===== src/hdl/lags_pkg.sv =====
package lags_pkg;

	localparam int MAX_ROWS = 64;
	localparam int MAX_COLS = 64;
	localparam int ROW_W = $clog2(MAX_ROWS);
	localparam int COL_W = $clog2(MAX_COLS);
	localparam int NROW_W = $clog2(MAX_ROWS + 1);
	localparam int NCOL_W = $clog2(MAX_COLS + 1);
	localparam int CFG_W = 7;
	localparam int CFG_IDX_W = 2;
	localparam int GEN_W = 32;

	localparam logic [CFG_W-1:0] CFG_RESET = 7'd64;

	localparam logic [CFG_IDX_W-1:0] REG_COLS = 2'd0;
	localparam logic [CFG_IDX_W-1:0] REG_ROWS = 2'd1;

	localparam logic [1:0] MODE_READ = 2'd0;
	localparam logic [1:0] MODE_TOGGLE = 2'd1;
	localparam logic [1:0] MODE_STEP = 2'd2;

	localparam logic [3:0] BIRTH = 4'd3;
	localparam logic [3:0] SURVIVE = 4'd2;

	typedef struct packed {
		logic [1:0] mode;
		logic [5:0] row;
		logic [5:0] col;
	} lags_in_t;

	typedef struct packed {
		logic cell_alive;
		logic [GEN_W-1:0] generation;
		logic addr_error;
	} lags_out_t;

	typedef struct packed {
		logic [NROW_W-1:0] nrows;
		logic [NCOL_W-1:0] ncols;
		logic [MAX_COLS-1:0] col_mask;
	} lags_lim_t;

	typedef enum logic [1:0] {
		ST_IDLE,
		ST_ACCESS,
		ST_SWEEP,
		ST_DONE
	} lags_state_t;

	function automatic logic [MAX_COLS-1:0] lags_next_row(
		input logic [MAX_COLS-1:0] above,
		input logic [MAX_COLS-1:0] mid,
		input logic [MAX_COLS-1:0] below,
		input logic [MAX_COLS-1:0] mask
	);
		logic [MAX_COLS-1:0] a;
		logic [MAX_COLS-1:0] m;
		logic [MAX_COLS-1:0] b;
		logic [MAX_COLS-1:0] res;
		logic [3:0] n;
		a = above & mask;
		m = mid & mask;
		b = below & mask;
		res = mid;
		for (int c = 0; c < MAX_COLS; c++) begin
			n = 4'(a[c]) + 4'(b[c]);
			if (c > 0) begin
				n = n + 4'(a[c-1]) + 4'(m[c-1]) + 4'(b[c-1]);
			end
			if (c < MAX_COLS - 1) begin
				n = n + 4'(a[c+1]) + 4'(m[c+1]) + 4'(b[c+1]);
			end
			if (mask[c]) begin
				res[c] = (n == BIRTH) || ((n == SURVIVE) && m[c]);
			end
		end
		return res;
	endfunction

endpackage


===== src/hdl/lags_cfg.sv =====
module lags_cfg (
	input logic clk,
	input logic arst_n,
	input logic cfg_valid,
	input logic [lags_pkg::CFG_IDX_W-1:0] cfg_index,
	input logic [lags_pkg::CFG_W-1:0] cfg_data,
	output lags_pkg::lags_lim_t lim
);
	import lags_pkg::*;

	logic [CFG_W-1:0] cols_q;
	logic [CFG_W-1:0] rows_q;

	always_ff @(posedge clk or negedge arst_n) begin
		if (!arst_n) begin
			cols_q <= CFG_RESET;
			rows_q <= CFG_RESET;
		end else if (cfg_valid) begin
			unique case (cfg_index)
				REG_COLS: cols_q <= cfg_data;
				REG_ROWS: rows_q <= cfg_data;
				default: ;
			endcase
		end
	end

	// clamp to 1..MAX
	always_comb begin
		if (cols_q == '0) begin
			lim.ncols = NCOL_W'(1);
		end else if (32'(cols_q) > 32'(MAX_COLS)) begin
			lim.ncols = NCOL_W'(MAX_COLS);
		end else begin
			lim.ncols = NCOL_W'(cols_q);
		end
		if (rows_q == '0) begin
			lim.nrows = NROW_W'(1);
		end else if (32'(rows_q) > 32'(MAX_ROWS)) begin
			lim.nrows = NROW_W'(MAX_ROWS);
		end else begin
			lim.nrows = NROW_W'(rows_q);
		end
		for (int c = 0; c < MAX_COLS; c++) begin
			lim.col_mask[c] = 32'(c) < 32'(lim.ncols);
		end
	end

endmodule

===== config.mk =====
export PLATFORM = sky130hd
export DESIGN_NAME = lags_cfg
export DESIGN_NICKNAME = d
export VERILOG_FILES = /design/src/hdl/lags_pkg.sv /design/src/hdl/lags_cfg.sv
export SDC_FILE = /design/constraint.sdc
export NUM_CORES = 1
export LEC_CHECK = 0
export ABC_AREA = 1
export BUFFER_PORTS_ARGS = -buffer_cell sky130_fd_sc_hd__buf_2
export CAP_MARGIN = 25
export CORE_MARGIN = 3
export CORE_UTILIZATION = 35
export CTS_BUF_LIST = sky130_fd_sc_hd__clkbuf_16
export DETAILED_ROUTE_END_ITERATION = 12
export PLACE_DENSITY_LB_ADDON = 0.12
export SLEW_MARGIN = 0
export SYNTH_ARGS = -nofsm -noshare
export SYNTH_HDL_FRONTEND = slang
export SYNTH_SLANG_ARGS = --single-unit

===== constraint.sdc =====
create_clock -name clk -period 1.4 [get_ports clk]
set_clock_uncertainty 0.1 [all_clocks]
set_input_delay 0.14 -clock clk [delete_from_list [all_inputs] [get_ports clk]]
set_output_delay 0.14 -clock clk [all_outputs]
set_load 0.01 [all_outputs]

Word level (Yosys, flattened, before mapping)
Index checks and enable logic that the tools add are counted.
Widths: inputs -> output; s select.

word-level totals
  register bits = 14
  input bits = 12
  output and inout bits = 78

operators by class
  order comparisons = 66
  eq/ne operators = 1
  multiplexer cells = 4
  reductions and logical operators = 5

operators with widths
  cell                number
  $lt 6x7->1 const A  32
  $lt 5x7->1 const A  16
  $lt 4x7->1 const A  8
  $lt 3x7->1 const A  4
  $mux 7              4
  $gt 7x7->1 const B  2
  $logic_not 7->1     2
  $lt 1x7->1 const A  2
  $lt 2x7->1 const A  2
  $reduce_and 2->1    2
  $eq 2x1->1 const B  1
  $logic_not 2->1     1

Logic depth before layout (Yosys ltp)
  depth after elaboration = 4
  gate-level depth with buffers = 9

Worst setup path after synthesis
No wires, ideal clock.

  path type = register to output
  start point = reg cols_q[6]
  end point = out lim[33] (netlist name)
  data arrival time = 1.382 ns
  data required time = 1.160 ns
  path slack = -0.222 ns
  stages on the path, launching flop included = 7
  path buffers = 2
  path through = dfstp_2 buf_6 inv_4 nand2_2 inv_1 buf_2 o21ai_0

RTL lines
  what                      line            text
  start: declaration        lags_cfg.sv:11  logic [CFG_W-1:0] cols_q;
  start signal: assignment  lags_cfg.sv:20  REG_COLS: cols_q <= cfg_data;
  end: declaration          lags_cfg.sv:7   output lags_pkg::lags_lim_t lim

==> metrics.cfg <==
[yosys]
synth_flop_cell = dfrtp_1
synth-seq-cells = 14
synthCells = 224
yosys.cell_types.count = 27
synth-seq-area-share_pct = 25.7
yosysMostFrequentCell = nand2_1
synthArstFlopShare_pct = 100
yosysTopAreaCell = dfrtp_1
avgSynthCellArea_sq_um = 6.12
syn-cell-area_sq_um = 1370
netlist.area_leader.share_pct = 21.9
ys_warn_count = 0
synth_area_leaders = dfrtp_1 (22%), nand2_1 (15%), inv_1 (11%), o21ai_0 (9.1%), a21oi_1 (8.4%)
mappedNetlistNets = 236
ys_top_cells_by_count = nand2_1 (55), inv_1 (39), o21ai_0 (25)
synth_edf_count = 0

[critical_path]
critical_path.max_fanout = 6
arrival_ps = 1850
crit_start = cols_q[3]$_DFFE_PN0P_
cp_cell_sequence = inv_1 > nand2_1 > nor2_1 > buf_4 > a21boi_4 > nand2_2 > nand2_1 > nand2_1 > buf_2
path_depth = 9
reg2reg_depth = 5
r2r_end = cols_q[6]$_DFFE_PN1P_
crit_path_max_incr_delay_ps = 410
crit_family = simple AND/OR/NAND/NOR gates
end_kind = output port
worst-path-buf-inv = 3
r2r_start = cols_q[6]$_DFFE_PN1P_
critical_path_class = reg -> out
required_ps = 1160
crit_path_end = lim[24]
critPathSlowestCell = dfrtp_1
path_common_cell = nand2_1
reg2reg_slack_ps = 50
cp-start-kind = register

[finish]
fin_area_sq_um = 3470
fin_cells = 424
nNetsFinal = 389
diodes = 0
drive_gt1_share_pct = 73.4
areaGrowthSynthToFinish_pct = 153
utilization_pct = 93.4

[drt]
vias = 2347
detail-route-antenna-nets = 0
dr.pass1.iters = 5
post_drt_wl_per_cell_microns = 20.5
route.detailed.drc = 0
viasPerCell = 5.54
totalWireLength_microns = 8680
drt_iter0_drc = 191

[place]
place_area_sq_um = 2390
pre_cts_ws_ps = -284
gp_congestion = 0.789
dp_hpwl_microns = 3790
io_buffers = 88
placed_cells = 393

[timing]
rsz0062_at_grt = yes
setup_violations = 75
hold_viol_final = 0
tightest_slew_ps = 518
whs_ps = 57.1
max_slew_margin_pct = 65.4
fmax_mhz = 479
setup_ws_ps = -686
drv_slew = 0
fin_setup_tns_ps = -36980
fin_crit_sh_pct = 149
finalCriticalPeriod_ps = 2090

[floorplanning]
initial_core_util_pct = 36.9
fp.dieW_microns = 68.6
die_h_microns = 68.6
die-area_sq_um = 4710
num_rows = 22
io_pins = 90
core_area_sq_um = 3720

[clock_tree]
cts_sinks = 14
clock_path_buffers = 2
tritoncts = done
insertion_delay_ps = 240
cts_buffers = 3
htreeDepth = 1
clk_pin_slew_ps = 50
clockRootBuffer = clkbuf_16

[pwr]
fin_total_pwr_mw = 4.83
powerDensity_nw_per_um2 = 1390
p_leak_nw = 1.71
irDropWorstVdd_v = 0.00112

[global_routing]
antenna_found_initial = 0
grt_usage_pct = 25.7
grt_start_max_net_pins = 15
grt_overflow = 0
grt_pass1_vias = 1885
grt_pass1_wl_microns = 9110

[status]
violations = negative setup slack
status = finished, violations left

[min_path]
hp-class = in -> reg
min_from = cfg_data[6]

[run]
drv_cap = 0

-- layer usage --
| layer | vias to the layer above | GRT usage (%) | routed length, microns |
|---|---|---|---|
| met2 | 178 | 45.9 | 4370 |
| met5 | - | 0 | 0 |
| met4 | 0 | 9.18 | 252 |
| met3 | 28 | 4.54 | 911 |
| met1 | 1131 | 30.6 | 3140 |
| li1 | 1010 | - | - |
-- registers in the layout, summed over array words and instances, names as in the netlist --
register  count
rows_q        7
cols_q        7
-- worst min-delay path: stages --
cell     delay, ps
buf_2           90
inv_1           60
o21ai_0         90
-- cells by family (layout without fill, tap and decap cells) --
group / count (synthesis) / count (layout) / synth area share (%)
and+or+nand+nor: 97 / 97 / 33.2
other: 1 / 1 / 0.273
DFF: 14 / 14 / 25.7
buffers and inverters: 58 / 210 / 19.5
AOI/OAI and AO/OA: 54 / 54 / 21.3
-- placed cells by master, fill, tap and decap left out, types with 4 or more instances in the layout --
master / count
o21ai_0: 14
dfrtp_1: 9
nand4_1: 5
nor2_1: 8
a21oi_4: 8
nand3_4: 5
inv_4: 6
nand2_4: 9
nand2_8: 7
inv_2: 8
buf_12: 6
clkbuf_16: 5
o21ai_4: 4
o21ai_2: 11
nand2_2: 14
buf_2: 55
nand3_2: 6
a21oi_2: 13
inv_1: 24
buf_6: 62
buf_4: 32
nand2_1: 31
-- worst min-delay path by stage --
stage	end	slack, ps	cells past startpoint
after global placement	rows_q[5]$_DFFE_PN0P_	-50	1
final	rows_q[6]$_DFFE_PN1P_	60	3
after floorplan	cols_q[0]$_DFFE_PN0P_	-260	0
after global routing	rows_q[6]$_DFFE_PN1P_	80	3
after detailed placement	rows_q[2]$_DFFE_PN0P_	-60	1
after CTS	cols_q[6]$_DFFE_PN1P_	50	3
-- cell type report --
class,count,area [sq um]
tap,48,60.1
timing repair inverter,1,8.76
timing repair buffer,161,1450
fill,117,244
inverter,44,226
multi-input combinational,152,1290
clock inverter,1,3.75
clock buffer,3,75.1
sequential,14,357
-- report_power, final --
| group | internal (mW) | switching, mW |
|---|---|---|
| clock | 0.378 | 0.166 |
| sequential | 0.481 | 0.100 |
| combinational | 1.76 | 1.94 |
| total | 2.62 | 2.21 |
-- what timing repair did --
item,CTS,global route
cloned,3,1
setup buffers,14,12
endpoints found under the setup margin,72,75
hold buffers,1,0
pin swaps,19,21
gates resized for setup,97,75
endpoints found under the hold margin,14,0
No activity file was read; power rests on OpenSTA's default activity.
