<file path="src/hdl/lags_ram.sv">
module lags_ram #(
	parameter int WIDTH = 8,
	parameter int DEPTH = 16
) (
	input logic clk,
	input logic we,
	input logic [$clog2(DEPTH)-1:0] waddr,
	input logic [WIDTH-1:0] wdata,
	input logic re,
	input logic [$clog2(DEPTH)-1:0] raddr,
	output logic [WIDTH-1:0] rdata
);

	logic [WIDTH-1:0] mem [DEPTH];

	always_ff @(posedge clk) begin
		if (we) begin
			mem[waddr] <= wdata;
		end
		if (re) begin
			rdata <= mem[raddr];
		end
	end

endmodule

</file>
<file path="config.mk">
export PLATFORM = sky130hd
export DESIGN_NAME = lags_ram
export DESIGN_NICKNAME = d
export VERILOG_FILES = /design/src/hdl/lags_ram.sv
export SDC_FILE = /design/constraint.sdc
export NUM_CORES = 1
export LEC_CHECK = 0
export CORE_UTILIZATION = 62
export CTS_CLUSTER_SIZE = 12
export DETAILED_ROUTE_END_ITERATION = 10
export DONT_BUFFER_PORTS = 1
export PLACE_DENSITY = 0.76
export SLEW_MARGIN = 20
export SYNTH_ARGS = -nofsm -noshare
export SYNTH_HDL_FRONTEND = slang
export SYNTH_SLANG_ARGS = --single-unit
</file>
<file path="constraint.sdc">
create_clock -name clk -period 1.93 [get_ports clk]
set_clock_uncertainty 0.15 [all_clocks]
set_input_delay 0.0965 -clock clk [delete_from_list [all_inputs] [get_ports clk]]
set_output_delay 0.0965 -clock clk [all_outputs]
set_load 0.02 [all_outputs]
</file>
Word-level counts from Yosys, hierarchy flattened:

Memories as Yosys holds them, arrays and structs flattened. A register that Yosys moved wholly into a read port is not among the register bits.
Cells that the tools add are included.

* muxes and demuxes: 2

Operator list (count)
* two-way mux 1 bit: 2

* register bits: 0
* memory bits (writable): 128
* bits of input ports: 19
* logic and storage cells: 3
* memories: 1

Memories
* mem: words 16, width 8, rd ports 1, clocked after Yosys merged registers in 1, write ports 1, line 14 `logic [WIDTH-1:0] mem [DEPTH];`

Longest topological paths before layout:

Gate-level depths: netlist (run 1).

* depth after elaboration: 2
* gate-level depth with buffers: 5

Worst setup path before layout (run 1):

Ideal clock, no wire load.

* kind: input-to-reg
* from: in waddr[2]
* to: mem mem[0][0] (enable)
* library setup time: 0.383 ns
* data arrival time: 1.206 ns
* required time: 1.397 ns
* slack: 0.191 ns
* stages on the path: 2
* buffers on the path: 0
* path through: or3b_2 -> nor3_1

RTL lines
* start: declaration: line 7 `input logic [$clog2(DEPTH)-1:0] waddr,`
* end: declaration: line 14

No word-level cell before the write port.

Final worst setup path (run 1):

* from: in waddr[3]
* to: mem mem[4][6] (enable)

No word-level cell before the write port.

==> results of run 1 <==
layer usage:
layer  GRT usage (%)  part of all wire [%]  up-vias
li1                -                     -     1068
met1            33.0                    38     1244
met2            41.7                    51      118
met3            8.33                   8.4       19
met4            11.3                   2.2        0
met5               0                     0        -
final cells by class:
cell class	instances	area, sq um
well taps	105	131
repair buffers	35	315
multi-input cells	83	1060
clock inverters	15	154
clock buffers	17	414
fillers	446	2020
flip-flops and latches	136	4080
synthesized netlist by cell type:
cell	count	share of area, %
sky130_fd_sc_hd__nor3_1	4	0.38
sky130_fd_sc_hd__nand2_1	9	0.65
sky130_fd_sc_hd__and2b_1	1	0.14
sky130_fd_sc_hd__edfxtp_1	136	78
sky130_fd_sc_hd__nand3_1	1	0.096
sky130_fd_sc_hd__mux4_1	14	7.0
sky130_fd_sc_hd__buf_4	1	0.14
sky130_fd_sc_hd__and2_1	1	0.12
sky130_fd_sc_hd__mux4_2	18	7.8
sky130_fd_sc_hd__nand3b_1	2	0.29
sky130_fd_sc_hd__buf_2	3	0.29
sky130_fd_sc_hd__nor2b_1	1	0.12
sky130_fd_sc_hd__buf_6	3	0.65
sky130_fd_sc_hd__a22oi_1	16	2.3
sky130_fd_sc_hd__nand2b_1	2	0.24
sky130_fd_sc_hd__clkdlybuf4s25_2	3	0.57
sky130_fd_sc_hd__or3b_2	1	0.17
sky130_fd_sc_hd__nor2_1	13	0.93
power by group:
part	switching (mW)	internal, mW	total (mW)
Combinational	0.139	0.126	0.265
Clock	1.21	1.84	3.04
Sequential	0.0407	3.33	3.37
Total	1.39	5.29	6.68
per-stage QoR:
stage	hold WS [ns]	std cells	instance area (sq um)	util [%]
2_1_floorplan	0.0454	229	5230	-
3_3_place_gp	0.0460	342	5410	66.1
3_5_place_dp	0.0459	342	5410	66.1
4_1_cts	-0.176	391	6160	75.3
5_1_grt	-0.126	391	6160	75.3
6_report	-0.133	391	6160	75.3
cells by family (layout without fill, tap and decap cells):
family	count (synthesis)	after routing	share of synthesized area, %
AOI/OAI and AO/OA	16	16	2.30
buffers and inverters	10	67	1.65
DFF	136	136	78.1
muxes	32	32	14.8
and+or+nand+nor	35	35	3.14
final timing paths:
path,startpoint,end,slack [ns],depth (start not counted)
hold reg to reg,mem[15][4],rdata[4],0.60,3
setup / recovery,waddr[3],mem[4][6],0.21,5
setup reg to reg,mem[2][6],rdata[6],0.29,3
hold / removal,raddr[0],rdata[4],-0.13,3
worst max-delay path, cell delays in order:
cell                            delay [ns]
sky130_fd_sc_hd__dlygate4sd3_1        0.56
sky130_fd_sc_hd__nand3b_1             0.23
sky130_fd_sc_hd__nor3_1               0.16
sky130_fd_sc_hd__dlygate4sd3_1        0.56
sky130_fd_sc_hd__buf_4                0.18
sequential cells by signal, summed over array words and instances (netlist names):
signal and flops:
mem 128, rdata 8
==> results summary, run 1 <==
The flow ran to the end, but the final reports show violations. The final reports fail on negative hold slack. The number of global-route vias before repair is 2619. The number of hold buffers added after CTS was 17. The vias after detailed routing came out at 2449.

The final-report max-slew violation count is 0. The peak supply drop is around 0.00066 V. The total of flip-flops plus latches after synthesis came out at 136. The starting utilization of the core area came out at 63.9%. The number of remaining DRC errors is 0. The first global-routing pass estimated 15100 microns of wire.

In this run, post-CTS repair resized a total of 0 instances. The number of DRC violations after detailed-routing iteration 0 is 220. The setup slack after placement came out at 0.315 ns. The data arrival at the endpoint of the critical path came out at about 1.8 ns. The number of sinks handled by clock tree synthesis came out at 136. The detail route stage leaves a number of antenna-violating nets equal to 0. The worst hold path belongs to the class primary input to flop. The Yosys step of the flow raised 0 warnings.

The post-CTS setup repair buffer count came out at 0. Setup violations remaining at the end of the flow were counted as 0. Summed over all cells, the static leakage comes to 2.04 nW. The highest clock rate came out at roughly 580 MHz.

Relative to the synthesized area, the layout overhead comes to 17.8%. The final critical delay including setup and external delays is 1.72 ns. The power per cell area is 1090 mW/mm^2. The number of antenna diodes in the final layout is 0. The reported max-cap violation count came out at 0. The share of the clock period used by the worst path is about nine tenths.

The number of placement rows came out at 33. Wires add up to 10200 microns. The library cell used most frequently in the layout, excluding fill and tap cells, is sky130_fd_sc_hd__edfxtp_1. The worst setup path is launched from a primary input. In the layout the commonest cells are 136 x sky130_fd_sc_hd__edfxtp_1, 18 x sky130_fd_sc_hd__mux4_2, 18 x sky130_fd_sc_hd__buf_4. The die outline area came out at a little under 0.009 sq mm. The source-to-sink clock delay at the later pin of the worst-skew pair is around 0.52 ns. The first-pass iteration count of the detailed router came out at 4. The number of I/O port buffers came out at 0. Setup repair after global routing left no endpoint under its margin.

The worst setup path is captured at a flop. The area inside the core boundary came out at just over 0.008 sq mm. The horizontal die dimension came out at around 94 microns. The total standard cell area after synthesis came out at 0.00523 sq mm. The data required time at the worst endpoint is 2.00 ns. The worst hold slack is -0.133 ns. In this run the count of I/O pins placed on the die edge is 27.

TritonCTS built the clock tree. The synthesized netlist net count is 248. The clock edge transition at the registers on the reported setup and hold paths came out at 0.06 ns. The clock buffer count from CTS came out at 17. Detailed placement ended at an HPWL of 5690 microns.

The max-slew headroom at the worst pin came out at 62.8%. The peak fanout along the critical path came out at 8. Entering global routing, the biggest net connects 33 pins.

The total negative setup slack is 0 ns. The synthesized area per cell came out at roughly 23 sq um. The worst setup path is of the primary input to flop kind. The net count of the finished layout is a little under 300.

The total routing resource utilization after global routing is 26.1%. The initial antenna violation count was 0. The final number of hold-violating endpoints came out at 8. The transition at the pin with the smallest max-transition slack came out at 0.557 ns. The floorplan step set the die height to 93.8 microns. The largest buffer count on any clock path is 2. The post-detailed-route via-to-cell ratio is approximately 6.3. The H-tree generated during clock tree synthesis spans 4 levels. The detailed-route wire length per cell is 26.1 microns. In the synthesized netlist, the number of instances is 229. Sequential cells were found to cover between 70 and 80% of the synthesized design area. The final weighted congestion in routability-driven placement came out at slightly above 0.7. The worst path meets setup with 0.211 ns of slack. The total overflow left after global routing is 0. The post-route netlist has 23.8% of its cells at a drive strength greater than 1.

The master cell of the clock root buffer is sky130_fd_sc_hd__clkbuf_8. The total power came out at roughly 6.7 mW. After synthesis, the netlist uses 18 different library cells.
Note: power is estimated with default switching activity, not from simulation.
==> run 2: changes to the inputs <==
Settings changed: CELL_PAD_IN_SITES_DETAIL_PLACEMENT set to 1, CELL_PAD_IN_SITES_GLOBAL_PLACEMENT set to 1, CORE_ASPECT_RATIO set to 1.75, CORE_UTILIZATION 62 to 55.
==> run 2 against run 1 <==
  * The run now ends clean
  * Die area up 13%
  * Cell area up 1.7%
  * Total power up 6.2%
  * Non-clock buffer count up 1
  * Critical path depth down 1
  * Routed wire length up 9.5%
  * Global-route usage down 0.11 points
  * Sequential cell count unchanged
  * First-iteration DRC count down 33%
  * Register-to-register slack about the same
  * Count of clock-buffer cells in the layout up 1
  * Combinational power up 7.9%
  * Critical path type unchanged
==> results summary, run 2 (synthesized netlist as in run 1, its figures left out) <==
The run finished with clean final reports. The clock tree from TritonCTS is done. The detailed-route wire length per cell is 27.4 microns (+5.1%).

The number of remaining DRC errors came to 0 (unchanged). The horizontal die dimension is 75.7 microns (-19%). The flip-flop count of the largest register after layout came out at 128 (unchanged). The total grt overflow is 0 (unchanged). The layout cell share with drive strength beyond 1 came out at 24.0% (+0.27 points).

The clock buffer count from CTS is 17 (unchanged). The number of levels in the clock H-tree is 4 (unchanged). The post-place instance area was 0.00543 sq mm (+0.49%). The reported leakage power is 2.10 nW (+2.7%). The number of sinks handled by clock tree synthesis is 136 (unchanged).

The slowest stage of the critical path belongs to the cell sky130_fd_sc_hd__dlygate4sd3_1. The number of nets with antenna violations after routing came to 0 (unchanged). The post-CTS setup repair buffer count came out at 0 (unchanged). The power per cell area came out at 1130 mW/mm^2 (+4.4%). The starting utilization of the core area is 57.1% (-6.8 points). The total power came out at 7.09 mW (+6.2%).

The number of placement rows came to 46 (+39%). In the layout the commonest cells are 136 x sky130_fd_sc_hd__edfxtp_1, 19 x sky130_fd_sc_hd__buf_4, 18 x sky130_fd_sc_hd__mux4_2. The post-detailed-route via-to-cell ratio is 6.10 (-2.7%). The master cell of the clock root buffer is sky130_fd_sc_hd__clkbuf_16. The total negative setup slack is 0 ns (unchanged).

The vias after detailed routing came out at 2481 (+1.3%). The highest clock rate came out at 591 MHz (+1.6%). The initial antenna violation count came out at 0 (unchanged).

The die span in y is 131 microns (+40%). The peak supply drop came out at 0.00129 V (+96%). The overall routed net length came out at 11200 microns (+9.5%). The final number of hold-violating endpoints is 0 (-8). The net count of the finished layout is 293 (+0.34%). The number of I/O port buffers is 0 (unchanged). Leaving out fill and tap cells, the most frequent cell in the layout is sky130_fd_sc_hd__edfxtp_1. The kind of capture point of the worst setup path is a flop. The first-pass iteration count of the detailed router came to 4 (unchanged). The area growth from synthesis to layout is 19.7%.

The number of DRC violations after detailed-routing iteration 0 is 147 (-33%). The cell seen most often among critical-path stages is sky130_fd_sc_hd__dlygate4sd3_1. The worst hold path class is primary input to flop.

The number of hold-repair buffers added at the cts stage is 17 (unchanged). The number of global-route vias before repair is 2639 (+0.76%). The final weighted congestion in routability-driven placement was 0.743 (+4.4%).

The final worst slack was 0.238 ns (+0.0275 ns). The die outline area is 0.00991 sq mm (+13%). The pin count of the biggest net entering global routing came to 31 (-6.1%).

The wire length of the first global-routing pass is 16400 microns (+8.2%). Ranked by flip-flop count, first place goes to mem. The max-slew headroom at the worst pin came out at 60.6% (-2.1 points). The peak per-stage delay on the critical path is 0.61 ns (+0.05 ns). The setup slack after placement came out at 0.302 ns (-0.0129 ns). The number of inserted diodes came to 0 (unchanged). The peak fanout along the critical path came to 5 (-3). The clock edge transition at the registers on the reported setup and hold paths is 0.05 ns (about the same). The boundary pin count is 27 (unchanged). The critical path class is primary input to flop. The final cell utilization of the core came out at 68.4% (-6.9 points). The transition at the pin with the smallest max-transition slack is 0.589 ns (+0.0320 ns).

The detailed-placement wirelength estimate came out at 6660 microns (+17%). The data arrival at the endpoint of the critical path is 1.66 ns (-0.13 ns). The largest buffer count on any clock path is 2 (unchanged). The final-report max-slew violation count is 0 (unchanged).

Setup repair after global routing left no endpoint under its margin. The total routing resource utilization after global routing is 25.9% (-0.11 points). The signal on the critical path passes through dlygate4sd3_1 > nor3_1 > dlygate4sd3_1 > buf_4.

The share of the clock period used by the worst path is 87.6% (-1.4 points). The post-cts sizing count came out at 0 (unchanged). The type of element launching the critical path is a primary input. The data required time at the worst endpoint came to 1.90 ns (-0.10 ns). In the final layout, the registers with the most flip-flops are mem: 128 flops, rdata: 8 flops.

The reported max-cap violation count is 0 (unchanged). The source-to-sink clock delay at the later pin of the worst-skew pair is 0.41 ns (-0.11 ns). The area inside the core boundary is 0.00915 sq mm (+12%). The finished layout cell area came out at 0.00626 sq mm (+1.7%). The total setup violations reported at the end of the flow is 0 (unchanged). The final critical delay including setup and external delays came out at 1.69 ns (-0.0275 ns).
==> run 2: changes by cell type in the layout (fill, tap and decap cells not counted) <==
cell	before	now
sky130_fd_sc_hd__clkinv_4	3	2
sky130_fd_sc_hd__clkbuf_1	0	1
sky130_fd_sc_hd__clkbuf_16	16	17
sky130_fd_sc_hd__clkinvlp_4	5	2
sky130_fd_sc_hd__clkinv_2	1	3
sky130_fd_sc_hd__clkbuf_8	1	0
sky130_fd_sc_hd__bufinv_16	2	5
sky130_fd_sc_hd__buf_4	18	19
sky130_fd_sc_hd__inv_6	2	0
sky130_fd_sc_hd__dlygate4sd3_1	16	15
sky130_fd_sc_hd__buf_12	1	2
==> run 2: cell type report <==
class | instances | area, sq um
timing repair buffer | 36 | 333
fill | 682 | 2890
multi-input combinational | 83 | 1060
clock inverter | 14 | 205
sequential | 136 | 4080
tap | 120 | 150
clock buffer | 18 | 429
==> run 2: power breakdown <==
part	switching, mW	internal, mW	leakage, nW
Sequential	0.0381	3.33	1.24
Clock	1.16	2.28	0.305
Combinational	0.155	0.130	0.556
Total	1.35	5.74	2.10
==> run 2: path summary, 6_finish.rpt <==
kind | depth (start not counted) | end | start | slack (ns)
hold reg to reg | 3 | rdata[1] | mem[12][1] | 0.59
setup / recovery | 4 | mem[4][0] | waddr[0] | 0.24
hold / removal | 3 | rdata[7] | raddr[1] | 0.02
setup reg to reg | 3 | rdata[7] | mem[0][7] | 0.28
==> run 2: layer usage <==
metal	track usage, %	up-vias	wire (microns)
met5	0	-	0
met4	9.48	0	153
met3	6.37	14	380
met2	45.1	74	6380
met1	30.9	1321	4250
li1	-	1072	-
==> run 2: through the flow <==
step / hold WS, ns / cells
floorplan: 0.0454 / 229
detailed placement: 0.0460 / 358
CTS: 0.00304 / 407
global placement: 0.0460 / 358
global route: 0.00666 / 407
finish: 0.0205 / 407
==> run 2: critical path: cells and delay by family <==
family	cells	cell delay [ns]
simple gates	1	0.18
buf+inv	3	1.39
